==> src/shsec_pkg.sv <==
`timescale 1ns / 1ps
// ---------------------------------------------------------------------------
// shsec_pkg
// Shared codes and elaboration-time column table for the shortened
// single-error-correcting Hamming codec.
// ---------------------------------------------------------------------------
package shsec_pkg;

  // Widest parity field the column functions support
  localparam int MAX_R = 7;

  typedef logic [MAX_R-1:0] col_t;

  localparam logic CMD_ENCODE = 1'b0;
  localparam logic CMD_DECODE = 1'b1;

  // Column of data bit x: count down from 2^r-1, skipping weight <= 1
  function automatic col_t data_col(input int x, input int r);
    col_t pm;
    col_t v;
    int   i;
    pm = col_t'((1 << r) - 1);
    v  = pm;
    for (i = 0; i < x; i++) begin
      v = (v - col_t'(1)) & pm;
      while ($countones(v) <= 1) begin
        v = (v - col_t'(1)) & pm;
      end
    end
    return v;
  endfunction

  // Column of codeword bit pos for k data bits and r parity bits
  function automatic col_t column_at(input int pos, input int k, input int r);
    col_t c;
    if (pos >= r) begin
      c = data_col(k + r - 1 - pos, r);
    end else begin
      c = col_t'(1) << (r - 1 - pos);
    end
    return c;
  endfunction

endpackage

==> src/shortened_hamming_sec_codec_top.sv <==
`timescale 1ns / 1ps
// ---------------------------------------------------------------------------
// shortened_hamming_sec_codec_top
// Systematic shortened SEC Hamming encoder/decoder, three-stage pipeline.
// ---------------------------------------------------------------------------
//
//  channel | handshake          | payload
//  --------+--------------------+------------------------------------------
//  in      | in_valid/in_ready  | cmd, message, received_word
//  out     | out_valid/out_ready| codeword, decoded_message
//
//  One request per cycle sustained while out_ready stays high; a request
//  passes the input, syndrome and correction registers in turn before
//  out_valid rises for its result.
//  rst (synchronous) clears the stage valid bits only.
//  Each stage holds while the one after it is full and stalled; ready is
//  passed back combinationally, so a full pipe still takes a request in the
//  cycle its output request is taken.
// ---------------------------------------------------------------------------
module shortened_hamming_sec_codec_top #(
  parameter int DATA_BITS   = 11,
  parameter int PARITY_BITS = 4
) (
  input  logic                             clk,
  input  logic                             rst,
  input  logic                             in_valid,
  output logic                             in_ready,
  input  logic                             cmd,
  input  logic [DATA_BITS-1:0]             message,
  input  logic [DATA_BITS+PARITY_BITS-1:0] received_word,
  output logic                             out_valid,
  input  logic                             out_ready,
  output logic [DATA_BITS+PARITY_BITS-1:0] codeword,
  output logic [DATA_BITS-1:0]             decoded_message
);
  import shsec_pkg::*;

  localparam int CODE_BITS = DATA_BITS + PARITY_BITS;
  // Distinct data columns before the count-down wraps
  localparam int PERIOD    = (1 << PARITY_BITS) - PARITY_BITS - 1;

  // Stage flow control
  logic v1, v2, v3;
  logic rdy1, rdy2, rdy3;

  assign rdy3     = !v3 || out_ready;
  assign rdy2     = !v2 || rdy3;
  assign rdy1     = !v1 || rdy2;
  assign in_ready = rdy1;

  // Stage 1: capture; encode puts the message on top, bit 0 highest,
  // with zero parity
  logic                 cmd1;
  logic [CODE_BITS-1:0] word1;
  logic [CODE_BITS-1:0] word_in;
  logic [DATA_BITS-1:0] msg_rev;

  for (genvar x = 0; x < DATA_BITS; x++) begin : g_msg_rev
    assign msg_rev[DATA_BITS-1-x] = message[x];
  end

  assign word_in = (cmd == CMD_DECODE) ? received_word
                                       : {msg_rev, {PARITY_BITS{1'b0}}};

  always_ff @(posedge clk) begin
    if (rst) begin
      v1 <= 1'b0;
    end else if (rdy1) begin
      v1 <= in_valid;
    end
  end

  always_ff @(posedge clk) begin
    if (rdy1 && in_valid) begin
      cmd1  <= cmd;
      word1 <= word_in;
    end
  end

  // Stage 2: syndrome (for encode this is the parity, rows in order)
  logic [PARITY_BITS-1:0] syn_comb;
  logic                   cmd2;
  logic [CODE_BITS-1:0]   word2;
  logic [PARITY_BITS-1:0] syn2;

  shsec_syndrome #(
    .DATA_BITS   (DATA_BITS),
    .PARITY_BITS (PARITY_BITS)
  ) u_syndrome (
    .word (word1),
    .syn  (syn_comb)
  );

  always_ff @(posedge clk) begin
    if (rst) begin
      v2 <= 1'b0;
    end else if (rdy2) begin
      v2 <= v1;
    end
  end

  always_ff @(posedge clk) begin
    if (rdy2 && v1) begin
      cmd2  <= cmd1;
      word2 <= word1;
      syn2  <= syn_comb;
    end
  end

  // Stage 3: column match and flip, or parity insertion for encode.
  // A data column repeated from a higher position never wins, so the
  // topmost match is the only one kept without a priority chain.
  logic [CODE_BITS-1:0]   flip;
  logic [CODE_BITS-1:0]   fixed;
  logic [PARITY_BITS-1:0] par_rev;
  logic [DATA_BITS-1:0]   data_out;

  for (genvar p = 0; p < CODE_BITS; p++) begin : g_match
    localparam col_t COL  = column_at(p, DATA_BITS, PARITY_BITS);
    localparam bit   SHAD = (p >= PARITY_BITS) && ((CODE_BITS - 1 - p) >= PERIOD);
    assign flip[p] = (COL[PARITY_BITS-1:0] == syn2) && !SHAD;
  end

  // Check row y lands on codeword bit R-1-y
  for (genvar y = 0; y < PARITY_BITS; y++) begin : g_par
    assign par_rev[PARITY_BITS-1-y] = syn2[y];
  end

  assign fixed = word2 ^ flip;

  // Data bit x sits at codeword bit N-1-x
  for (genvar x = 0; x < DATA_BITS; x++) begin : g_data
    assign data_out[x] = fixed[CODE_BITS-1-x];
  end

  logic [CODE_BITS-1:0] codeword_r;
  logic [DATA_BITS-1:0] decoded_r;

  always_ff @(posedge clk) begin
    if (rst) begin
      v3 <= 1'b0;
    end else if (rdy3) begin
      v3 <= v2;
    end
  end

  always_ff @(posedge clk) begin
    if (rdy3 && v2) begin
      if (cmd2 == CMD_DECODE) begin
        codeword_r <= '0;
        decoded_r  <= data_out;
      end else begin
        codeword_r <= {word2[CODE_BITS-1:PARITY_BITS], par_rev};
        decoded_r  <= '0;
      end
    end
  end

  assign out_valid       = v3;
  assign codeword        = codeword_r;
  assign decoded_message = decoded_r;

endmodule

==> src/shsec_syndrome.sv <==
`timescale 1ns / 1ps
// ---------------------------------------------------------------------------
// shsec_syndrome
// Parity-check XOR trees: one reduction per check row over the codeword.
// ---------------------------------------------------------------------------
module shsec_syndrome #(
  parameter int DATA_BITS   = 11,
  parameter int PARITY_BITS = 4
) (
  input  logic [DATA_BITS+PARITY_BITS-1:0] word,
  output logic [PARITY_BITS-1:0]           syn
);
  import shsec_pkg::*;

  localparam int CODE_BITS = DATA_BITS + PARITY_BITS;

  logic [CODE_BITS-1:0] row_mask [PARITY_BITS];

  for (genvar p = 0; p < CODE_BITS; p++) begin : g_pos
    localparam col_t COL = column_at(p, DATA_BITS, PARITY_BITS);
    for (genvar y = 0; y < PARITY_BITS; y++) begin : g_row
      assign row_mask[y][p] = COL[y];
    end
  end

  for (genvar y = 0; y < PARITY_BITS; y++) begin : g_syn
    assign syn[y] = ^(word & row_mask[y]);
  end

endmodule

==> config.mk <==
export PLATFORM = sky130hd
export DESIGN_NAME = shortened_hamming_sec_codec_top
export DESIGN_NICKNAME = d
export VERILOG_FILES = /design/src/shsec_pkg.sv /design/src/shortened_hamming_sec_codec_top.sv /design/src/shsec_syndrome.sv
export SDC_FILE = /design/constraint.sdc
export NUM_CORES = 1
export LEC_CHECK = 0
export ABC_CLOCK_PERIOD_IN_PS = 2800
export BUFFER_PORTS_ARGS = -buffer_cell sky130_fd_sc_hd__buf_2
export CAP_MARGIN = 20
export CORE_AREA = 8 8 90 84
export DETAILED_ROUTE_END_ITERATION = 10
export DIE_AREA = 0 0 98 92
export GPL_ROUTABILITY_DRIVEN = 0
export PLACE_DENSITY = 0.67
export SYNTH_ARGS = -nofsm -noshare
export SYNTH_HDL_FRONTEND = slang
export SYNTH_SLANG_ARGS = --single-unit
==> constraint.sdc <==
create_clock -name clk -period 2.8 [get_ports clk]
set_clock_uncertainty 0.1 [all_clocks]
set_input_delay 0.42 -clock clk [delete_from_list [all_inputs] [get_ports clk]]
set_output_delay 0.42 -clock clk [all_outputs]
set_load 0.05 [all_outputs]
=== Yosys cells after proc, flatten, opt, wreduce, memory -nomap -nowiden ===
Index checks and enable logic that the tools add are counted.

* Word-level logic and storage cells: 41
* Memories kept: 0
* Latch bits: 0
* Input bits: 31
* Memory bits (read-only): 0
* Bits in writable memories: 0
* Register bits after elaboration: 65

* Multipliers: 0
* $add $sub $neg: 0
* Eq/ne operators: 15
* Reductions and logical operators: 13
* $lt $le $gt $ge: 0
* Muxes and demuxes: 1
* Div/mod/pow operators: 0
* Bitwise logic cells: 1
* Shift-type cells: 0

{| class="wikitable"
|+ Operators by type and width
! operator !! number
|-
| parity 15 bit || 4
|-
| == test 4 bit, first input constant || 8
|-
| == test 3 x 4 -> 1 bit, first input constant || 4
|-
| two-way mux 15 bit || 1
|-
| bitwise XOR 15 bit || 1
|-
| == test 2 x 4 -> 1 bit, first input constant || 2
|-
| == test 1 x 4 -> 1 bit, first input constant || 1
|-
| logical AND 1 bit || 3
|-
| logical NOT 1 bit || 3
|-
| logical OR 1 bit || 3
|}

=== Logic depth before layout (Yosys ltp) ===
* Depth after elaboration: 5
* Gate-level depth with buffers: 4
* Depth with buffers taken out: 3

=== By module ===
From an unflattened synthesis, not the netlist that was laid out.

* Cell total of the unflattened synthesis: 176
* Area total of the unflattened synthesis: 2742.6 um2

{| class="wikitable"
|+ By module, submodules not included
! module !! cells each !! area each (um2) !! times used
|-
| shortened_hamming_sec_codec_top || 156 || 2539.9 || 1
|-
| shsec_syndrome || 20 || 202.7 || 1
|}

=== Worst setup path before layout ===
No wires, ideal clock.

* Kind: reg-to-reg
* From: register v3 (netlist: out_valid)
* To: register cmd2 (enable)
* Slack: 0.327 ns
* Arrival time: 1.960 ns
* Cell stages (with the launch flop): 3
* Period minus slack after synthesis: 2.473 ns
* Data required time: 2.286 ns
* Buffers on the path: 0
* Cells stage by stage: dfxtp_1 -> nor2b_1 -> a21boi_0

* Longest elaborated chain between the ends: 4

{| class="wikitable"
|+ RTL lines
! element !! line !! source
|-
| start: declaration || shortened_hamming_sec_codec_top.sv:43 || <nowiki>logic v1, v2, v3;</nowiki>
|-
| start signal: assignment || shortened_hamming_sec_codec_top.sv:143 || <nowiki>v3 <= v2;</nowiki>
|-
| logical NOT 1 bit || shortened_hamming_sec_codec_top.sv:46 || <nowiki>assign rdy3 = !v3 || out_ready;</nowiki>
|-
| logical OR 1 bit || shortened_hamming_sec_codec_top.sv:46 ||
|-
| logical OR 1 bit || shortened_hamming_sec_codec_top.sv:47 || <nowiki>assign rdy2 = !v2 || rdy3;</nowiki>
|-
| logical AND 1 bit || shortened_hamming_sec_codec_top.sv:103 || <nowiki>if (rdy2 && v1) begin</nowiki>
|-
| end signal: assignment || shortened_hamming_sec_codec_top.sv:104 || <nowiki>cmd2 <= cmd1;</nowiki>
|-
| end: declaration || shortened_hamming_sec_codec_top.sv:82 || <nowiki>logic cmd2;</nowiki>
|}

No other way between the ends.
A chain may end at the register's enable or synchronous reset.

=== Worst setup path in the final report ===
* From: register v3 (netlist: out_valid)
* To: output port in_ready

* Longest elaborated chain between the ends: 4

{| class="wikitable"
|+ RTL lines
! element !! line !! source
|-
| logical NOT 1 bit || shortened_hamming_sec_codec_top.sv:46 ||
|-
| logical OR 1 bit || shortened_hamming_sec_codec_top.sv:46 ||
|-
| logical OR 1 bit || shortened_hamming_sec_codec_top.sv:47 ||
|-
| logical OR 1 bit || shortened_hamming_sec_codec_top.sv:48 || <nowiki>assign rdy1 = !v1 || rdy2;</nowiki>
|-
| end: declaration || shortened_hamming_sec_codec_top.sv:27 || <nowiki>output logic in_ready,</nowiki>
|}

No other way between the ends.

==> impl_metrics.py <==
metrics = {
    "run_status": {
        "outcome": "finished clean",
    },
    "timing": {
        "worstMarginPinSlew_ns": 0.646,
        "period_minus_slack_ns": 1.89,
        "rsz0062_at_grt": "false",
        "finalCritPeriodShare": 0.674,
        "setup_slack_ns": 0.914,
        "slew_violations": 0,
        "tns_ns": 0,
        "fmax_mhz": 530,
        "final_hold_viol_count": 0,
        "relSlewSlack": 0.569,
        "setup_violations": 0,
    },
    "power": {
        "vdd_drop_max_v": 0.000249,
        "leakage_nw": 1.19,
        "p_per_area_mw_per_mm2": 679,
    },
    "clocking": {
        "post_cts_resized": 0,
        "cts.clk_slew.worst_paths_ns": 0.06,
        "postCtsHoldBufs": 0,
        "post-cts-setup-buffer-count": 0,
        "cts.sinks": 61,
        "clkLatencyLatePin_ns": 0.33,
        "cts_buffers": 9,
        "cts_buffer_depth": 2,
        "root_buffer": "clkbuf_8",
        "tritoncts": "built",
        "htree_levels": 3,
    },
    "critical_path": {
        "cp_data_required_time_ns": 2.28,
        "crit_start": "out_valid$_SDFFE_PP0P_",
        "reg2reg_to": "decoded_message[8]$_SDFFCE_PN0P_",
        "cp_data_arrival_time_ns": 1.37,
        "path_class": "reg2out",
        "startpoint_type": "flop",
        "regToRegStartpoint": "syn2[1]$_DFFE_PP_",
        "rrSetupSlack_ns": 1.33,
        "end_kind": "output port",
        "cp_max_fo": 6,
        "rr_worst_depth": 3,
    },
    "routing": {
        "totalWireLength_um": 4030,
        "drtIter0Drc": 25,
        "drc": 0,
        "via_per_inst": 4.55,
        "wl_per_cell_um": 13.2,
        "dr.pass1.iters": 4,
        "drtAntennaViolNets": 0,
        "vias": 1389,
    },
    "layout": {
        "drive_above_1_share": 0.386,
        "final_cell_mix": "58 x edfxtp_1, 58 x buf_2, 22 x xnor2_1, 16 x nor2b_1, 15 x and2_1",
        "post-route-cell-area_mm2": 0.00317,
        "diodes": 0,
        "post-route-util": 0.531,
        "fillers": 535,
        "finalNetCount": 259,
        "syn_to_final_growth_pct": 20.4,
    },
    "global_route": {
        "grt.overflow.total": 0,
        "grtUsageTotal": 0.0948,
        "grt_pass1_vias": 1476,
        "grt_pass1_wl_um": 6670,
        "grt_max_degree": 27,
        "antenna_found_initial": 0,
    },
    "min_path": {
        "holdPathStages": 2,
        "min_from": "rst",
        "hold_path_end": "v1$_SDFFE_PP0P_",
        "hp-class": "in2reg",
    },
    "floorplanning": {
        "die_h_um": 92,
        "io_pins": 59,
        "core_mm2": 0.00598,
        "num_rows": 27,
        "start_util": 0.441,
        "die_area_mm2": 0.00902,
        "die_w_um": 98,
    },
    "synthesis": {
        "syn_inst": 164,
        "ys_seq_elements": 61,
        "syn-cell-area_mm2": 0.00264,
        "yosysWarnings": 0,
        "yosys.cell_types.count": 24,
        "seq_area_frac_synth": 0.683,
        "syn_nets": 195,
        "syn_avg_cell_area_um2": 16.1,
    },
    "placement": {
        "dpl_cell_area_mm2": 0.00299,
        "dp_hpwl_um": 2910,
        "pre_cts_slack_ns": 1.07,
        "port_buffers": 58,
    },
    "flow_run": {
        "maxCapViolCount": 0,
    },
}
critical path: stages (launching register included):
cell     delay (ns)
dfxtp_1        0.32
nor2b_1        0.34
nand3_1        0.15
buf_2          0.23
sequential cells by signal, indices dropped and copies added (netlist names):
| name | flops |
|---|---|
| syn2 | 4 |
| out_valid | 1 |
| v2 | 1 |
| cmd2 | 1 |
| word1 | 15 |
| codeword | 15 |
| v1 | 1 |
| decoded_message | 11 |
| cmd1 | 1 |
| word2 | 11 |
cells in the mapped netlist:
master | number | area share
a21boi_0 | 1 | 0.0028
a21oi_1 | 2 | 0.0038
a31oi_1 | 1 | 0.0024
and2_1 | 15 | 0.036
and4bb_1 | 2 | 0.0095
and4bb_2 | 4 | 0.019
buf_2 | 2 | 0.0038
buf_4 | 2 | 0.0057
buf_6 | 1 | 0.0043
clkbuf_1 | 2 | 0.0028
clkbuf_2 | 1 | 0.0019
dfxtp_1 | 3 | 0.023
edfxtp_1 | 58 | 0.66
inv_1 | 1 | 0.0014
mux2_2 | 11 | 0.047
nand3_1 | 1 | 0.0019
nand4_1 | 1 | 0.0024
nand4b_1 | 4 | 0.013
nor2_1 | 3 | 0.0043
nor2b_1 | 17 | 0.040
xnor2_1 | 22 | 0.073
xnor3_1 | 1 | 0.0085
xor2_1 | 8 | 0.027
xor2_2 | 1 | 0.0062
kinds of logic (layout without fill, tap and decap cells):
family / Yosys count / in the layout / share of synthesized area
AND/OR/NAND/NOR: 47 / 47 / 0.126
AO/OA/AOI/OAI: 4 / 4 / 0.00902
buffers and inverters: 9 / 78 / 0.0199
multiplexers: 11 / 11 / 0.0470
flip-flops: 61 / 61 / 0.683
XOR/XNOR: 32 / 32 / 0.114
per-stage QoR:
stage          hold WS, ns  cells  power (mW)
6_report             0.182    305        2.16
5_1_grt              0.174    305        2.26
4_1_cts              0.162    305        2.19
3_5_place_dp         0.305    289        1.46
3_3_place_gp         0.312    289        1.45
2_1_floorplan        0.300    164        1.40
how the worst max path moves through the flow:
stage	depth (start not counted)	slack, ns	endpoint
detailed placement	4	1.07	in_ready
finish	3	0.91	in_ready
global route	3	0.81	in_ready
floorplan	2	0.33	cmd2$_DFFE_PP_
global placement	4	1.08	in_ready
CTS	3	0.89	in_ready
where the power goes:
part | internal [mW] | total (mW) | switching (mW)
clock network | 0.400 | 0.720 | 0.319
registers | 1.08 | 1.15 | 0.0610
logic | 0.153 | 0.291 | 0.138
total | 1.64 | 2.16 | 0.519
cell type report:
class | count | area, µm² | share of cell area
timing repair buffer | 61 | 313 | 0.0985
clock inverter | 6 | 53.8 | 0.0169
multi-input combinational | 94 | 785 | 0.247
tap | 72 | 90.1 | 0.0284
clock buffer | 10 | 128 | 0.0402
inverter | 1 | 3.75 | 0.00118
sequential | 61 | 1800 | 0.568
layer usage:
layer / global-route usage / wire, µm / vias up
met3: 0.0476 / 335 / 8
met4: 0.0584 / 95 / 0
met5: 0 / 0 / -
li1: - / - / 712
met2: 0.136 / 1650 / 53
met1: 0.112 / 1950 / 616
No activity file was read; power rests on OpenSTA's default activity.
